--- config.mk ---
export PLATFORM = sky130hd
export DESIGN_NAME = nla_dist
export DESIGN_NICKNAME = d
export VERILOG_FILES = /design/src/hdl/nla_pkg.sv /design/src/hdl/nla_dist.sv
export SDC_FILE = /design/constraint.sdc
export NUM_CORES = 2
export LEC_CHECK = 0
export ABC_AREA = 1
export BUFFER_PORTS_ARGS = -buffer_cell sky130_fd_sc_hd__buf_2
export CORE_AREA = 10 10 283 285
export CTS_CLUSTER_SIZE = 25
export DETAILED_ROUTE_END_ITERATION = 10
export DIE_AREA = 0 0 293 295
export PLACE_DENSITY_LB_ADDON = 0.1
export SYNTH_ARGS = -nofsm -noshare
export SYNTH_HDL_FRONTEND = slang
export SYNTH_SLANG_ARGS = --single-unit
--- constraint.sdc ---
create_clock -name clk_i -period 6.5 [get_ports clk_i]
set_input_delay 0 -clock clk_i [delete_from_list [all_inputs] [get_ports clk_i]]
set_output_delay 0 -clock clk_i [all_outputs]
set_load 0.01 [all_outputs]
--- src/hdl/nla_pkg.sv ---
package nla_pkg;

  localparam int CoordW      = 20;
  localparam int IdW         = 16;
  localparam int OpW         = 2;
  localparam int StatusW     = 2;
  localparam int MaxEntries  = 64;
  // distance pipe: abs diff, squares, sum, best update
  localparam int DistLatency = 4;
  localparam int MagW        = CoordW;
  localparam int SqW         = 2 * MagW;
  localparam int DistW       = SqW + 1;

  typedef enum logic [OpW-1:0] {
    OP_CLEAR  = 2'd0,
    OP_APPEND = 2'd1,
    OP_ASSOC  = 2'd2
  } op_e;

  typedef enum logic [StatusW-1:0] {
    STATUS_OK    = 2'd0,
    STATUS_EMPTY = 2'd1,
    STATUS_FULL  = 2'd2
  } status_e;

  typedef enum logic [1:0] {
    CELL_HOLD,
    CELL_SHIFT,
    CELL_ROTATE
  } cell_mode_e;

  typedef enum logic {
    S_IDLE,
    S_SCAN
  } fsm_e;

  typedef struct packed {
    logic signed [CoordW-1:0] x;
    logic signed [CoordW-1:0] y;
    logic        [IdW-1:0]    id;
  } entry_t;

  typedef struct packed {
    logic start;
    logic feed;
  } dist_ctrl_t;

endpackage

--- src/hdl/nla_dist.sv ---
module nla_dist (
  input  logic                              clk_i,
  input  logic                              rst_ni,
  input  nla_pkg::dist_ctrl_t               ctrl_i,
  input  nla_pkg::entry_t                   entry_i,
  input  logic signed [nla_pkg::CoordW-1:0] obs_x_i,
  input  logic signed [nla_pkg::CoordW-1:0] obs_y_i,
  output logic [nla_pkg::IdW-1:0]           best_id_o
);

  localparam int CW = nla_pkg::CoordW;
  localparam int MW = nla_pkg::MagW;
  localparam int SW = nla_pkg::SqW;
  localparam int DW = nla_pkg::DistW;

  logic signed [CW:0] dx, dy;
  logic [MW-1:0] ax_d, ay_d;

  logic [MW-1:0] ax_q, ay_q;
  logic [SW-1:0] sx_q, sy_q;
  logic [DW-1:0] sum_q, best_q;
  logic [nla_pkg::IdW-1:0] id_a_q, id_b_q, id_c_q, best_id_q;
  logic vld_a_q, vld_b_q, vld_c_q, found_q;

  always_comb begin
    dx = {entry_i.x[CW-1], entry_i.x} - {obs_x_i[CW-1], obs_x_i};
    dy = {entry_i.y[CW-1], entry_i.y} - {obs_y_i[CW-1], obs_y_i};
    ax_d = dx[CW] ? MW'(-dx) : dx[MW-1:0];
    ay_d = dy[CW] ? MW'(-dy) : dy[MW-1:0];
  end

  always_ff @(posedge clk_i or negedge rst_ni) begin
    if (!rst_ni) begin
      vld_a_q <= 1'b0;
      vld_b_q <= 1'b0;
      vld_c_q <= 1'b0;
      found_q <= 1'b0;
    end else begin
      vld_a_q <= ctrl_i.feed;
      vld_b_q <= vld_a_q;
      vld_c_q <= vld_b_q;
      if (ctrl_i.start) begin
        found_q <= 1'b0;
      end else if (vld_c_q) begin
        found_q <= 1'b1;
      end
    end
  end

  always_ff @(posedge clk_i) begin
    ax_q   <= ax_d;
    ay_q   <= ay_d;
    id_a_q <= entry_i.id;
    sx_q   <= SW'(ax_q) * SW'(ax_q);
    sy_q   <= SW'(ay_q) * SW'(ay_q);
    id_b_q <= id_a_q;
    sum_q  <= {1'b0, sx_q} + {1'b0, sy_q};
    id_c_q <= id_b_q;
    // newest entry comes first, so ties go to the later (older) one
    if (vld_c_q && (!found_q || sum_q <= best_q)) begin
      best_q    <= sum_q;
      best_id_q <= id_c_q;
    end
  end

  assign best_id_o = best_id_q;

endmodule

After elaboration in Yosys (flattened, before gate mapping). Index checks and enable logic that the tools add are counted. Widths: inputs -> output; s select.

Register bits after elaboration: 270. Input port bits: 100. Logic and storage cells: 30.

$add $sub $neg: 5. $mul: 2. Order comparisons: 1. Mux-type cells: 4. Reduce and logical (&&, ||, !) cells: 4.

Operator list (number): $mul 20x20->40 (2); $sub 20x20->21 (2); $add 40x40->41 (1); $le 41x41->1 (1); $mux 20 (2); $neg 20->20 (2); $mux 1 (2); $reduce_bool 2->1 (1); $logic_and 1x1->1 (1); $logic_not 1->1 (1); $logic_or 1x1->1 (1).

Longest topological paths before layout.
Word-level depth: 3. Depth in mapped cells: 30. Mapped depth without buffers: 29.

Worst setup path before layout. No wires, ideal clock.

Kind: register -> register. From: reg ay_q[8]. To: reg sy_q[31]. Data arrival time: 6094 ps. Required time: 6388 ps. Path slack: 294 ps. Cell stages (with the launch flop): 27. Buffers on the path: 2. Period minus slack after synthesis: 6206 ps. Path through: dfxtp_1 -> clkbuf_1 -> buf_1 -> nand2_1 -> fa_1 -> inv_1 -> fa_1 -> fa_1 -> fa_1 -> inv_1 -> fa_1 -> inv_1 -> fa_1 -> fa_1 -> ha_1 -> a21oi_1 -> inv_1 -> a21oi_1 -> o21ai_0 -> a21oi_1 -> o21ai_1 -> nand2_1 -> nand2_1 -> nand3_1 -> nand2_1 -> nand2_1 -> nand2_1.

Longest elaborated chain between the ends: 1.

RTL lines: from (decl) (RTL line nla_dist.sv:19) `logic [MW-1:0] ax_q, ay_q;`; from (signal assigned) (RTL line nla_dist.sv:52) `ay_q <= ay_d;`; $mul 20x20->40 (RTL line nla_dist.sv:55) `sy_q <= SW'(ay_q) * SW'(ay_q);`; to (signal assigned) (RTL line nla_dist.sv:55); to (decl) (RTL line nla_dist.sv:20) `logic [SW-1:0] sx_q, sy_q;`.

No other way between the ends. A chain may end at the register's enable or synchronous reset.

Worst setup path after layout.
From: reg ax_q[13]. To: reg sx_q[37].

Longest elaborated chain between the ends: 1.

RTL lines: from (decl) (RTL line nla_dist.sv:19); from (signal assigned) (RTL line nla_dist.sv:51) `ax_q <= ax_d;`; $mul 20x20->40 (RTL line nla_dist.sv:54) `sx_q <= SW'(ax_q) * SW'(ax_q);`; to (signal assigned) (RTL line nla_dist.sv:54); to (decl) (RTL line nla_dist.sv:20).

No other way between the ends.

==> summary.txt <==
Global route
  • First-pass GRT wire length: 145500 um
  • Total grt overflow: 0
  • GR Util All Layers: 0.2054
  • Vias in the first global route: 28898
  • Initial antenna violation count: 0
  • Largest net degree at the start of global routing: 32

STA
  • Peak Freq: 0.1613 GHz
  • Final min period: 6.201 ns
  • # setup viols final: 0
  • Least-Margin Pin Slew: 1.052 ns
  • Slew margin rel.: 0.2971
  • Fin Hold WS: 0.03064 ns
  • Clock Skew: 0.03630 ns
  • Fin. Hold Viols: 0
  • Final Max Tran Viols: 0
  • Period utilisation layout: 0.9541

Setup path
  • Crit path max-delay family: adder cells
  • Most Frequent Cell on Critical Path: inv_1
  • CP Launch Type: flop
  • Data arrival time of the critical path: 6.63 ns
  • Slowest CP cell: dfxtp_1
  • Worst endpoint required time: 6.93 ns
  • Critical path class: flop to flop
  • Slowest Stage Delay on Critical Path: 0.55 ns
  • Critical path buffer and inverter count: 7
  • Crit end category: flop
  • CP Cell Sequence: buf_4, nand2_1, fa_1, inv_1, fa_1, inv_1, fa_1, inv_1, fa_1, inv_1, fa_1, inv_1, ha_1, ha_1, ha_1, a21oi_1, inv_1, a31oi_1, o21ai_0, a21oi_1, o21ai_1, nand2_1, nand2_1, xor2_1
  • Largest fanout on the critical path: 13

Synthesis
  • XOR/XNOR share of the synthesized area: 0.04077
  • Number of library cell types mapped by synthesis: 49
  • Sequential area share after synthesis: 0.1621
  • Gate Count Post-Synth: 4486
  • Synth warnings: 0
  • Compound-gate portion of the synthesized area: 0.06444
  • Synth Area in Simple Gates: 0.1564
  • Syn Nets: 5570
  • FF+latch count, synth: 268
  • Post-Synth Adder-Cell Area: 0.4492
  • Largest family of logic cells by synthesized area: adder cells
  • Syn_area_per_cell: 8.189 sq um
  • Multiplexer share of the synthesized area: 0
  • Post-Synthesis Cell Area: 0.03674 sq mm

Clock tree
  • Clock transition at path regs: 0.06 ns
  • Clk Tree Root Cell: clkbuf_16
  • H-tree depth: 2
  • CTS tree: done
  • Post-CTS Setup Bufs: 0
  • Clock latency on the worst-skew pair: 0.56 ns
  • Inserted Clock Buffers: 34
  • Clk sinks: 268
  • Max Buffers Root-to-Sink: 3

Cells and area
  • Nets: 5745
  • Fill cells: 7112
  • Antenna cells: 0
  • Final core utilization: 0.5454
  • Commonest non-fill, non-tap cell in the layout: inv_1
  • Syn-to-layout area delta: 10.15%
  • Share of post-route cells with drive strength above 1: 0.07320
  • Most frequent cells in the layout: 1149 x inv_1, 930 x nand2_1, 558 x fa_1, 424 x ha_1, 243 x nor2_1

Place
  • DP Wirelength: 74530 um
  • GP Congestion: 0.9371
  • Port bufs: 115

Flow run
  • Maxcap violations: 0

Drt
  • DRC: 0
  • Vias per cell: 4.925
  • Vias: 27851
  • Starting DRT DRC Count: 1476
  • Final ANT Viol Nets: 0
  • Pre-Repair DR Iteration Count: 6
  • Wire per inst: 15.18 um
  • WL final: 85860 um

Die
  • Cell row count: 100
  • Ports: 116
  • Height of the die: 295 um
  • Core ar.: 0.07420 sq mm
  • Die area: 0.08644 sq mm
  • DIE WIDTH: 293 um
  • Starting Density: 0.4951

Hold path
  • Worst hold path type: input pin to flop

Run status
  • Status: completed
-- worst paths after layout --
check / from / end / slack [ns] / cells past startpoint
min: entry_i[17] / ay_q[1] / 0.03 / 4
min in group asynchronous: rst_ni / found_q / 0.35 / 3
min reg2reg: id_b_q[3] / id_c_q[3] / 0.32 / 0
max reg2reg: ax_q[13] / sx_q[37] / 0.30 / 24
max: ax_q[13] / sx_q[37] / 0.30 / 24
max in group asynchronous: rst_ni / vld_a_q / 5.99 / 3
-- kinds of logic after synthesis --
| logic type | after synthesis |
|---|---|
| flip-flops | 268 |
| XOR/XNOR | 171 |
| adder cells (fa/ha/maj) | 984 |
| AND/OR/NAND/NOR | 1402 |
| buffers and inverters | 1242 |
| AO/OA/AOI/OAI | 419 |
-- sequential cells by signal (all words and copies together), names as in the netlist --
name,count
id_b_q,16
id_c_q,16
sy_q,39
sx_q,39
found_q,1
id_a_q,16
ay_q,20
sum_q,41
vld_c_q,1
vld_a_q,1
best_id_o,16
vld_b_q,1
ax_q,20
best_q,41
-- per-layer routing --
metal | vias up | global-route usage | routed length, um
met5 | - | 0 | 0
met1 | 13264 | 0.2854 | 40560
li1 | 13903 | - | -
met2 | 586 | 0.3390 | 39340
met4 | 0 | 0.04615 | 1842
met3 | 98 | 0.02618 | 4111
-- what timing repair did --
item                                    in CTS  in global routing
hold buffers                                27                  0
gates resized for setup                      3                 41
endpoints found under the hold margin       27                  0
endpoints found under the setup margin       1                 37
-- stage by stage --
| stage | setup TNS [ns] | setup slack, ns | area [sq um] | cells |
|---|---|---|---|---|
| detailed placement | -0.03950 | -0.03950 | 38870 | 5567 |
| global placement | 0 | 0.07804 | 38870 | 5567 |
| CTS | 0 | 0.004038 | 40370 | 5655 |
| floorplan | 0 | 0.2939 | 36740 | 4486 |
| global route | -0.003904 | -0.002139 | 40470 | 5655 |
| finish | 0 | 0.2985 | 40470 | 5655 |
-- worst min-delay path: cells and delay by family --
kind | cells | cell delay [ns]
adders and majority gates | 1 | 0.19
AOI/OAI and AO/OA | 1 | 0.14
buffers and inverters | 2 | 0.20
-- synthesized netlist by cell type (all sizes together) --
| cell | count | share of area |
|---|---|---|
| o31ai | 1 | 0.00020 |
| xor2 | 112 | 0.027 |
| a21boi | 4 | 0.00082 |
| and2 | 5 | 0.00085 |
| fa | 558 | 0.30 |
| xnor2 | 59 | 0.014 |
| edfxtp | 57 | 0.047 |
| nand3b | 18 | 0.0037 |
| o21ai | 107 | 0.015 |
| o21bai | 24 | 0.0049 |
| o22ai | 1 | 0.00017 |
| buf | 29 | 0.0032 |
| a31oi | 41 | 0.0070 |
| o211ai | 3 | 0.00061 |
| clkbuf | 55 | 0.0056 |
| ha | 426 | 0.15 |
| a21o | 13 | 0.0027 |
| a211oi | 1 | 0.00020 |
| a221oi | 1 | 0.00024 |
| clkinv | 2 | 0.00020 |
| and3 | 1 | 0.00017 |
| a21oi | 201 | 0.028 |
| dfrtp | 4 | 0.0027 |
| nand3 | 104 | 0.015 |
| dfxtp | 207 | 0.11 |
| nand2 | 945 | 0.098 |
| or3 | 1 | 0.00017 |
| o2111ai | 5 | 0.0012 |
| nand4 | 28 | 0.0049 |
| inv | 1156 | 0.12 |
| nor2 | 257 | 0.027 |
| o41ai | 1 | 0.00024 |
| o221ai | 6 | 0.0014 |
| o21a | 9 | 0.0018 |
| nor4 | 14 | 0.0024 |
| o211a | 1 | 0.00027 |
| nor3 | 22 | 0.0030 |
| or2 | 7 | 0.0012 |
-- cell type report --
type                            count  area [sq um]  share of cell area
Multi-Input combinational cell   2976         26170              0.6468
Sequential cell                   268          5995              0.1481
Inverter                         1158          4347              0.1074
Timing Repair Buffer              223          1515             0.03744
Tap cell                          969          1212             0.02996
Clock buffer                       41         908.4             0.02245
Clock inverter                     20         316.6            0.007823
Power is left out: the tool's default activity adds up to more than one toggle a clock period on the data nets, which glitch-free logic cannot reach.
