[src/hdl/nla_pkg.sv]
package nla_pkg;

  localparam int CoordW      = 20;
  localparam int IdW         = 16;
  localparam int OpW         = 2;
  localparam int StatusW     = 2;
  localparam int MaxEntries  = 64;
  // distance pipe: abs diff, squares, sum, best update
  localparam int DistLatency = 4;
  localparam int MagW        = CoordW;
  localparam int SqW         = 2 * MagW;
  localparam int DistW       = SqW + 1;

  typedef enum logic [OpW-1:0] {
    OP_CLEAR  = 2'd0,
    OP_APPEND = 2'd1,
    OP_ASSOC  = 2'd2
  } op_e;

  typedef enum logic [StatusW-1:0] {
    STATUS_OK    = 2'd0,
    STATUS_EMPTY = 2'd1,
    STATUS_FULL  = 2'd2
  } status_e;

  typedef enum logic [1:0] {
    CELL_HOLD,
    CELL_SHIFT,
    CELL_ROTATE
  } cell_mode_e;

  typedef enum logic {
    S_IDLE,
    S_SCAN
  } fsm_e;

  typedef struct packed {
    logic signed [CoordW-1:0] x;
    logic signed [CoordW-1:0] y;
    logic        [IdW-1:0]    id;
  } entry_t;

  typedef struct packed {
    logic start;
    logic feed;
  } dist_ctrl_t;

endpackage

[src/hdl/nla_cell.sv]
module nla_cell (
  input  logic                clk_i,
  input  nla_pkg::cell_mode_e mode_i,
  input  nla_pkg::entry_t     prev_i,
  input  nla_pkg::entry_t     next_i,
  output nla_pkg::entry_t     entry_o
);

  nla_pkg::entry_t entry_q, entry_d;

  always_comb begin
    case (mode_i)
      nla_pkg::CELL_SHIFT:  entry_d = prev_i;
      nla_pkg::CELL_ROTATE: entry_d = next_i;
      default:              entry_d = entry_q;
    endcase
  end

  always_ff @(posedge clk_i) begin
    entry_q <= entry_d;
  end

  assign entry_o = entry_q;

endmodule

[config.mk]
export PLATFORM = sky130hd
export DESIGN_NAME = nla_cell
export DESIGN_NICKNAME = d
export VERILOG_FILES = /design/src/hdl/nla_pkg.sv /design/src/hdl/nla_cell.sv
export SDC_FILE = /design/constraint.sdc
export NUM_CORES = 1
export LEC_CHECK = 0
export ABC_CLOCK_PERIOD_IN_PS = 2100
export BUFFER_PORTS_ARGS = -buffer_cell sky130_fd_sc_hd__buf_2
export CAP_MARGIN = 30
export CORE_MARGIN = 5
export CORE_UTILIZATION = 42
export CTS_BUF_LIST = sky130_fd_sc_hd__clkbuf_16
export DETAILED_ROUTE_END_ITERATION = 10
export GPL_ROUTABILITY_DRIVEN = 1
export PLACE_DENSITY = 0.86
export REMOVE_ABC_BUFFERS = 1
export SLEW_MARGIN = 20
export SYNTH_ARGS = -nofsm -noshare
export SYNTH_HDL_FRONTEND = slang
export SYNTH_SLANG_ARGS = --single-unit
[constraint.sdc]
create_clock -name clk_i -period 2.1 [get_ports clk_i]
set_input_delay 0 -clock clk_i [delete_from_list [all_inputs] [get_ports clk_i]]
set_output_delay 0 -clock clk_i [all_outputs]
set_load 0.01 [all_outputs]
# [After elaboration in Yosys (flattened, before gate mapping)]
# Index checks and enable logic that the tools add are counted.
[word_totals] reg_bits=56 latch_bits=0 mem_bits_rw=0 romBits=0 inputBits=115 out_inout_bits=56 memories=0
[classes] add_sub_neg=0 n_mul=0 div=0 order_cmp=0 eq_ne=2 n_shift=0 mux=1 n_bitwise=0 n_reduce_logical=1
[op_table] operator="case mux 56 bit (2 select lines)" count=1
[op_table] operator="equality test 2 x 1 -> 1 bit, second input constant" count=1
[op_table] operator="equality test 2 bit, second input constant" count=1
[op_table] operator="nonzero test 2 bit" count=1

# [Longest topological paths before layout]
# Gate-level depths: netlist (run 1).
[depth] word_depth=2 ltp_mapped=5 mapped_depth_nobuf=3

# [Least setup slack after synthesis (run 1)]
# No wires, ideal clock.
[synth_path] path_type="in2reg" start="input port mode_i[0]" end="register entry_q, in the netlist entry_o[0] (enable)" t_arrival_ns=1.401 t_required_ns=1.690 slack_ns=0.289 cell_stages=3 path_buffers=0 cell_sequence="inv_1 > ha_1 > inv_1"
[synth_between] elab_chain_len=2
[synth_rtl] element="start, declared" line="nla_cell.sv:3" text="input nla_pkg::cell_mode_e mode_i,"
[synth_rtl] element="equality test 2 bit or equality test 2 x 1 -> 1 bit (tied branches)" line="nla_cell.sv:12" text="case (mode_i)"
[synth_rtl] element="nonzero test 2 bit (no source line) *"
[synth_rtl] element="end signal, assigned" line="nla_cell.sv:20" text="entry_q <= entry_d;"
[synth_rtl] element="end, declared" line="nla_cell.sv:9" text="nla_pkg::entry_t entry_q, entry_d;"
# Every way passes the cells marked *; elsewhere a longest branch is shown, timed or not.
# A chain may end at the register's enable or synchronous reset.

# [Worst setup path in the final report (run 1)]
[layout_path] start="input port mode_i[0]" end="register entry_q, in the netlist entry_o[17] (enable)"
# Same word-level chain as after synthesis.

==> reports/metrics.csv, run 1 <==
stage;metric;value;unit
die;boundary pin count;171;
yosys;largest family of logic cells by synthesized area;multiplexers;
timing;fmax;0.9528;GHz
clock_tree;H-tree Lvls;2;
job;Max-cap violations;0;
clock_tree;clock root cell;clkbuf_16;
final_layout;Final Util;0.6126;
setup_path;CP startpoint kind;primary input;
global_route;global-route wire length before repair;8976;um
setup_path;crit-path max FO;36;
final_layout;register area;1682;um^2
routing;drt drc;0;
placement;Port Buffers;170;
global_route;largest net degree at the start of global routing;57;
global_route;GRT Total Usage;0.1568;
placement;# placed instances;362;
yosys;XOR/XNOR Fraction of Synth Area;0;
routing;routed via count;1754;
setup_path;Req. time, crit path;2.08;ns
yosys;Seq/Total Area, Yosys;0.6611;
final_layout;share of layout cells above drive strength 1;0.8068;
timing;Slew @ Worst Pin;0.4609;ns
timing;RSZ-0062 raised after global routing;no;
final_layout;max FFs per register;56;
setup_path;Worst EP arrival;1.03;ns
global_route;initial antenna violation count;0;
final_layout;Fill cells;461;
final_layout;Area Growth Syn to Fin;42.60;%
yosys;Mapped Avg Cell Area;21.02;um^2
clock_tree;post-CTS sizing;0;
die;row cnt;28;
routing;number of detailed-route iterations in the first pass;4;
power;Peak VDD IR;353.7;uV
final_layout;Finished Cell Area;3627;um^2
clock_tree;CTS max path bufs;2;
clock_tree;Post-CTS Hold Buffers;0;
die;Initial Util;0.4296;
routing;vias per cell;4.741;
setup_path;critical path endpoint category;flip-flop;
die;die width;87.82;um
yosys;post-synthesis simple-gate area fraction;0;
yosys;mux cell area share after synthesis;0.3069;
yosys;share of the synthesized area in the top cell type;0.6611;
power;Pwr Density;787.4;nW/um^2
yosys;Synth Register Bits;56;
final_layout;Finished Layout Cells;370;
placement;Placement Cell Area;3480;um^2
clock_tree;CTS buffer count;5;
hold_path;worst min path class;primary input to flip-flop;
timing;crit path time final;1.050;ns
routing;post-route antenna net violation count;0;
timing;Tcrit/Tclk final;0.4998;
timing;hold slack;0.009637;ns
global_route;vias in the first global route;1863;
routing;DR WL/cell;17.44;um
setup_path;critical path class;primary input to flip-flop;
clock_tree;CTS tree;done;
placement;Placer Congestion;0.7316;
timing;headroom to the max-slew limit;0.6923;
power;Leak;1.686;nW
yosys;Adder-Cell Fraction of Synth Area;0.004919;
die;die height;87.82;um
yosys;post-synthesis compound-gate area fraction;0;
final_layout;commonest cells after routing, fill and taps aside;170 x buf_2, 56 x edfxtp_1, 40 x mux2_4;
timing;Setup Viol. Count Final;0;
final_layout;commonest non-fill, non-tap cell in the layout;buf_2;
yosys;Gate Count Post-Synth;121;
clock_tree;Post-CTS Setup Inserts;0;
final_layout;final net count;410;
clock_tree;Reg clk slew, reported paths;0.07;ns
clock_tree;Num Clock Sinks;56;
die;die area;7712;um^2
routing;Total Wirelength;6453;um
yosys;cell taking the most area after synthesis;edfxtp_1;
final_layout;multi-input logic area;805.8;um^2
routing;Iter 0 DRT Violations;41;
final_layout;antenna cell count;0;
yosys;top cells by area, synth;edfxtp_1 66%, mux2_4 24%, mux2_2 7.1%;
yosys;unique cell type count in the Yosys netlist;7;
die;core area;5921;um^2
timing;Final Hold Vio Count;0;
yosys;mapped cell area;2544;um^2
timing;Pins Over Slew Limit;0;
global_route;total congestion overflow;0;
run_status;status;completed;
yosys;Syn. warnings;0;
[Yosys cell counts]
library cell and n:
mux2_2 16, buf_6 5, inv_1 2, buf_2 1, mux2_4 40, edfxtp_1 56
ha_1 1
[layer usage]
layer | GRT usage | vias to the layer above | routed length (um) | share of wire
met5 | 0 | - | 0 | 0
met4 | 0.04463 | 0 | 108 | 0.017
met3 | 0.04798 | 8 | 714 | 0.11
met2 | 0.2993 | 115 | 3449 | 0.53
met1 | 0.1642 | 813 | 2181 | 0.34
li1 | - | 818 | - | -
[path summary, 6_finish.rpt]
path	from	endpoint	slack, ns	cells after the start
hold / removal	prev_i[25]	entry_o[25]$_DFFE_PP_	0.01	2
setup / recovery	mode_i[0]	entry_o[17]$_DFFE_PP_	1.05	5
[worst max-delay path, cell delays in order]
cell	delay, ns
buf_2	0.09
inv_1	0.08
ha_4	0.20
inv_2	0.34
buf_12	0.28
[stage by stage]
stage | setup WS, ns | total power [mW] | TNS (ns)
finish | 1.050 | 2.856 | 0
global route | 0.9825 | 2.980 | 0
CTS | 1.036 | 2.893 | 0
detailed placement | 0.7274 | 2.068 | 0
global placement | 0.7581 | 2.046 | 0
floorplan | -0.5525 | 1.768 | -26.90
[power breakdown]
part / total (mW) / leakage, nW / internal [mW] / switching [mW]
Combinational: 0.571 / 1.06 / 0.300 / 0.271
Clock: 0.826 / 0.0742 / 0.447 / 0.379
Sequential: 1.46 / 0.548 / 1.42 / 0.0385
[cell families after synthesis]
family	count (synthesis)
flip-flops	56
buffers and inverters	8
adder cells (fa/ha/maj)	1
multiplexers	56
[layout make-up]
| cell class | instances | share of cell area |
|---|---|---|
| well taps | 75 | 0.02587 |
| inverters | 2 | 0.002070 |
| flip-flops and latches | 56 | 0.4636 |
| multi-input cells | 57 | 0.2221 |
| clock buffers | 5 | 0.03449 |
| clock inverters | 3 | 0.006209 |
| repair buffers | 172 | 0.2456 |
No activity file was read; power rests on OpenSTA's default activity.
==> inputs of run 2 (changes only) <==
--- a/config.mk
+++ b/config.mk
@@ -5,15 +5,16 @@
 export SDC_FILE = /design/constraint.sdc
 export NUM_CORES = 1
 export LEC_CHECK = 0
-export ABC_CLOCK_PERIOD_IN_PS = 2100
+export ABC_AREA = 1
+export ABC_CLOCK_PERIOD_IN_PS = 1000
 export BUFFER_PORTS_ARGS = -buffer_cell sky130_fd_sc_hd__buf_2
 export CAP_MARGIN = 30
 export CORE_MARGIN = 5
-export CORE_UTILIZATION = 42
+export CORE_UTILIZATION = 41
 export CTS_BUF_LIST = sky130_fd_sc_hd__clkbuf_16
 export DETAILED_ROUTE_END_ITERATION = 10
 export GPL_ROUTABILITY_DRIVEN = 1
-export PLACE_DENSITY = 0.86
+export PLACE_DENSITY = 0.85
 export REMOVE_ABC_BUFFERS = 1
 export SLEW_MARGIN = 20
 export SYNTH_ARGS = -nofsm -noshare
==> constraint.sdc (replaced) <==
create_clock -name clk_i -period 1 [get_ports clk_i]
set_input_delay 0 -clock clk_i [delete_from_list [all_inputs] [get_ports clk_i]]
set_output_delay 0 -clock clk_i [all_outputs]
set_load 0.01 [all_outputs]
==> reports/metrics.csv, run 2 <==
stage;metric;value;unit;change
run_status;status;completed;;unchanged
routing;drt drc;0;;unchanged
global_route;GRT Total Usage;0.2296;;was 0.1568
yosys;primary flip-flop cell chosen by synthesis mapping;edfxtp_1;;unchanged
setup_path;CP bufs+invs;1;;was 4
timing;Pins Over Slew Limit;0;;unchanged
die;die area;7625;um^2;was 7712 um^2
final_layout;register area;1682;um^2;unchanged
yosys;Synth top cells by count;168 x nand2_1, 56 x edfxtp_1, 8 x buf_6;;was 56 x edfxtp_1, 40 x mux2_4, 16 x mux2_2
timing;Setup Viol. Count Final;0;;unchanged
placement;Port Buffers;170;;unchanged
yosys;unique cell type count in the Yosys netlist;8;;was 7
final_layout;commonest cells after routing, fill and taps aside;170 x buf_2, 168 x nand2_1, 85 x dlygate4sd3_1;;was 170 x buf_2, 56 x edfxtp_1, 40 x mux2_4
job;Max-cap violations;0;;unchanged
timing;crit path time final;0.8289;ns;
timing;Slew @ Worst Pin;0.2285;ns;was 0.4609 ns
setup_path;Req. time, crit path;1.00;ns;was 2.08 ns
setup_path;CP startpoint kind;flip-flop;;was primary input
die;boundary pin count;171;;unchanged
power;Peak VDD IR;925.7;uV;was 353.7 uV
yosys;share of the synthesized area in the top cell type;0.6861;;was 0.6611
die;Initial Util;0.4189;;was 0.4296
routing;number of detailed-route iterations in the first pass;5;;was 4
die;row cnt;28;;unchanged
timing;Tcrit/Tclk final;0.8289;;
yosys;Synth Register Bits;56;;unchanged
yosys;Post-synth EDFFs;56;;unchanged
yosys;Seq/Total Area, Yosys;0.6861;;was 0.6611
routing;vias per cell;4.685;;was 4.741
timing;RSZ-0062 raised after global routing;no;;unchanged
yosys;Gate Count Post-Synth;240;;was 121
clock_tree;Reg clk slew, reported paths;0.06;ns;was 0.07 ns
setup_path;critical path endpoint category;output pin;;was flip-flop
final_layout;Area Growth Syn to Fin;78.41;%;was 42.60%
clock_tree;CTS tree;done;;unchanged
final_layout;max FFs per register;56;;unchanged
power;Leak;2.197;nW;was 1.686 nW
power;Pwr Density;1402;nW/um^2;was 787.4 nW/um^2
clock_tree;CTS buffer count;5;;unchanged
clock_tree;Post-CTS Setup Inserts;0;;unchanged
placement;Placer Congestion;0.7650;;was 0.7316
yosys;Mapped Avg Cell Area;10.21;um^2;was 21.02 um^2
routing;DR WL/cell;15.31;um;was 17.44 um
global_route;largest net degree at the start of global routing;57;;unchanged
placement;# placed instances;478;;was 362
yosys;cell taking the most area after synthesis;edfxtp_1;;unchanged
clock_tree;Num Clock Sinks;56;;unchanged
routing;post-route antenna net violation count;0;;unchanged
final_layout;commonest non-fill, non-tap cell in the layout;buf_2;;unchanged
yosys;top cells by area, synth;edfxtp_1 69%, nand2_1 26%, buf_6 3.7%;;was edfxtp_1 66%, mux2_4 24%, mux2_2 7.1%
yosys;mapped cell area;2451;um^2;was 2544 um^2
global_route;total congestion overflow;0;;unchanged
hold_path;worst min path class;primary input to flip-flop;;unchanged
setup_path;critical path class;flip-flop to output pin;;was primary input to flip-flop
die;core area;5851;um^2;was 5921 um^2
setup_path;Slowest-stage cell, CP;edfxtp_1;;was inv_2
routing;Total Wirelength;8755;um;was 6453 um
yosys;asr flop ratio synth;0;;unchanged
final_layout;Fill cells;389;;was 461
placement;Post-DP HPWL;4834;um;
setup_path;crit-path cells;buf_2;;was buf_2 -> inv_1 -> ha_4 -> inv_2 -> buf_12
yosys;Syn. warnings;0;;unchanged
timing;fmax;1.206;GHz;
timing;headroom to the max-slew limit;0.8477;;was 0.6923
final_layout;multi-input logic area;645.6;um^2;was 805.8 um^2
die;die width;87.32;um;was 87.82 um
timing;hold slack;0.004765;ns;was 0.009637 ns
final_layout;share of layout cells above drive strength 1;0.3690;;was 0.8068
die;die height;87.32;um;was 87.82 um
yosys;most common cell in the netlist;nand2_1;;was edfxtp_1
setup_path;Crit path max-delay family;flip-flops;;was buffers and inverters
setup_path;Worst EP arrival;0.83;ns;was 1.03 ns
routing;Iter 0 DRT Violations;81;;was 41
setup_path;crit-path max FO;1;;was 36
global_route;initial antenna violation count;0;;unchanged
timing;Final Hold Vio Count;0;;unchanged
final_layout;final net count;611;;was 410
final_layout;Finished Layout Cells;572;;was 370
global_route;global-route wire length before repair;13190;um;was 8976 um
global_route;vias in the first global route;2825;;was 1863
clock_tree;CTS max path bufs;2;;unchanged
setup_path;slowest stage delay, CP;0.39;ns;was 0.34 ns
routing;routed via count;2680;;was 1754
clock_tree;clock root cell;clkbuf_16;;unchanged
clock_tree;H-tree Lvls;2;;unchanged
## run 2: cell count changes in the layout (fill, tap and decap cells not counted), moves of 2 or more
cell           previous run  this run
buf_12                    2         5
nand2_1                   0       168
dlygate4sd3_1             0        85
inv_1                     1         3
mux2_2                   16         0
mux2_4                   40         0
## run 2: layout make-up
class	instances	area share
timing repair buffer	260	0.4120
sequential	56	0.3845
multi-input combinational	169	0.1476
clock buffer	5	0.02861
tap	75	0.02146
clock inverter	3	0.002575
inverter	3	0.002575
antenna	1	0.0005722
## run 2: timing repair
action / 4_1_cts / 5_1_grt
hold buffers: 85 / 0
resized for setup: 0 / 0
endpoints found under the hold margin: 51 / 0
## run 2: final timing paths
check | cells after the start | endpoint | from
worst max-delay path | 1 | entry_o[29] | entry_o[29]$_DFFE_PP_
worst min-delay path | 3 | entry_o[23]$_DFFE_PP_ | prev_i[23]
## run 2: where the power goes
part	internal, mW	switching [mW]	leakage [nW]
Combinational	0.724	0.719	1.58
Clock	0.902	0.707	0.0738
Sequential	2.99	0.0851	0.547
Total	4.62	1.51	2.20
## run 2: cell families (layout without fill, tap and decap cells)
logic type	count (synthesis)	count (layout)	share of synthesized area
and+or+nand+nor	168	168	0.2573
buffers and inverters	15	271	0.05156
other	0	1	0
DFF	56	56	0.6861
adders and majority gates	1	1	0.005104
## run 2: stage by stage
stage,instance area [um^2],setup WS [ns],util,TNS (ns),power [mW]
floorplan,2336,-1.139,-,-109.21,3.593
global placement,3383,-0.02906,0.5783,-0.8556,4.242
detailed placement,3383,-0.04800,0.5783,-1.746,4.291
CTS,4370,0.1458,0.7470,0,6.153
global route,4370,0.1372,0.7470,0,6.419
finish,4373,0.1711,0.7474,0,6.130
## run 2: metal layers
| metal | GRT usage | vias to the layer above | share of wire |
|---|---|---|---|
| met4 | 0.1283 | 0 | 0.041 |
| met2 | 0.4582 | 160 | 0.57 |
| met1 | 0.2078 | 1209 | 0.31 |
| li1 | - | 1277 | - |
| met5 | 0 | - | 0 |
| met3 | 0.04730 | 34 | 0.070 |
## run 2: worst min-delay path, cell delays in order
cell	delay [ns]
buf_2	0.08
nand2_1	0.04
nand2_1	0.05
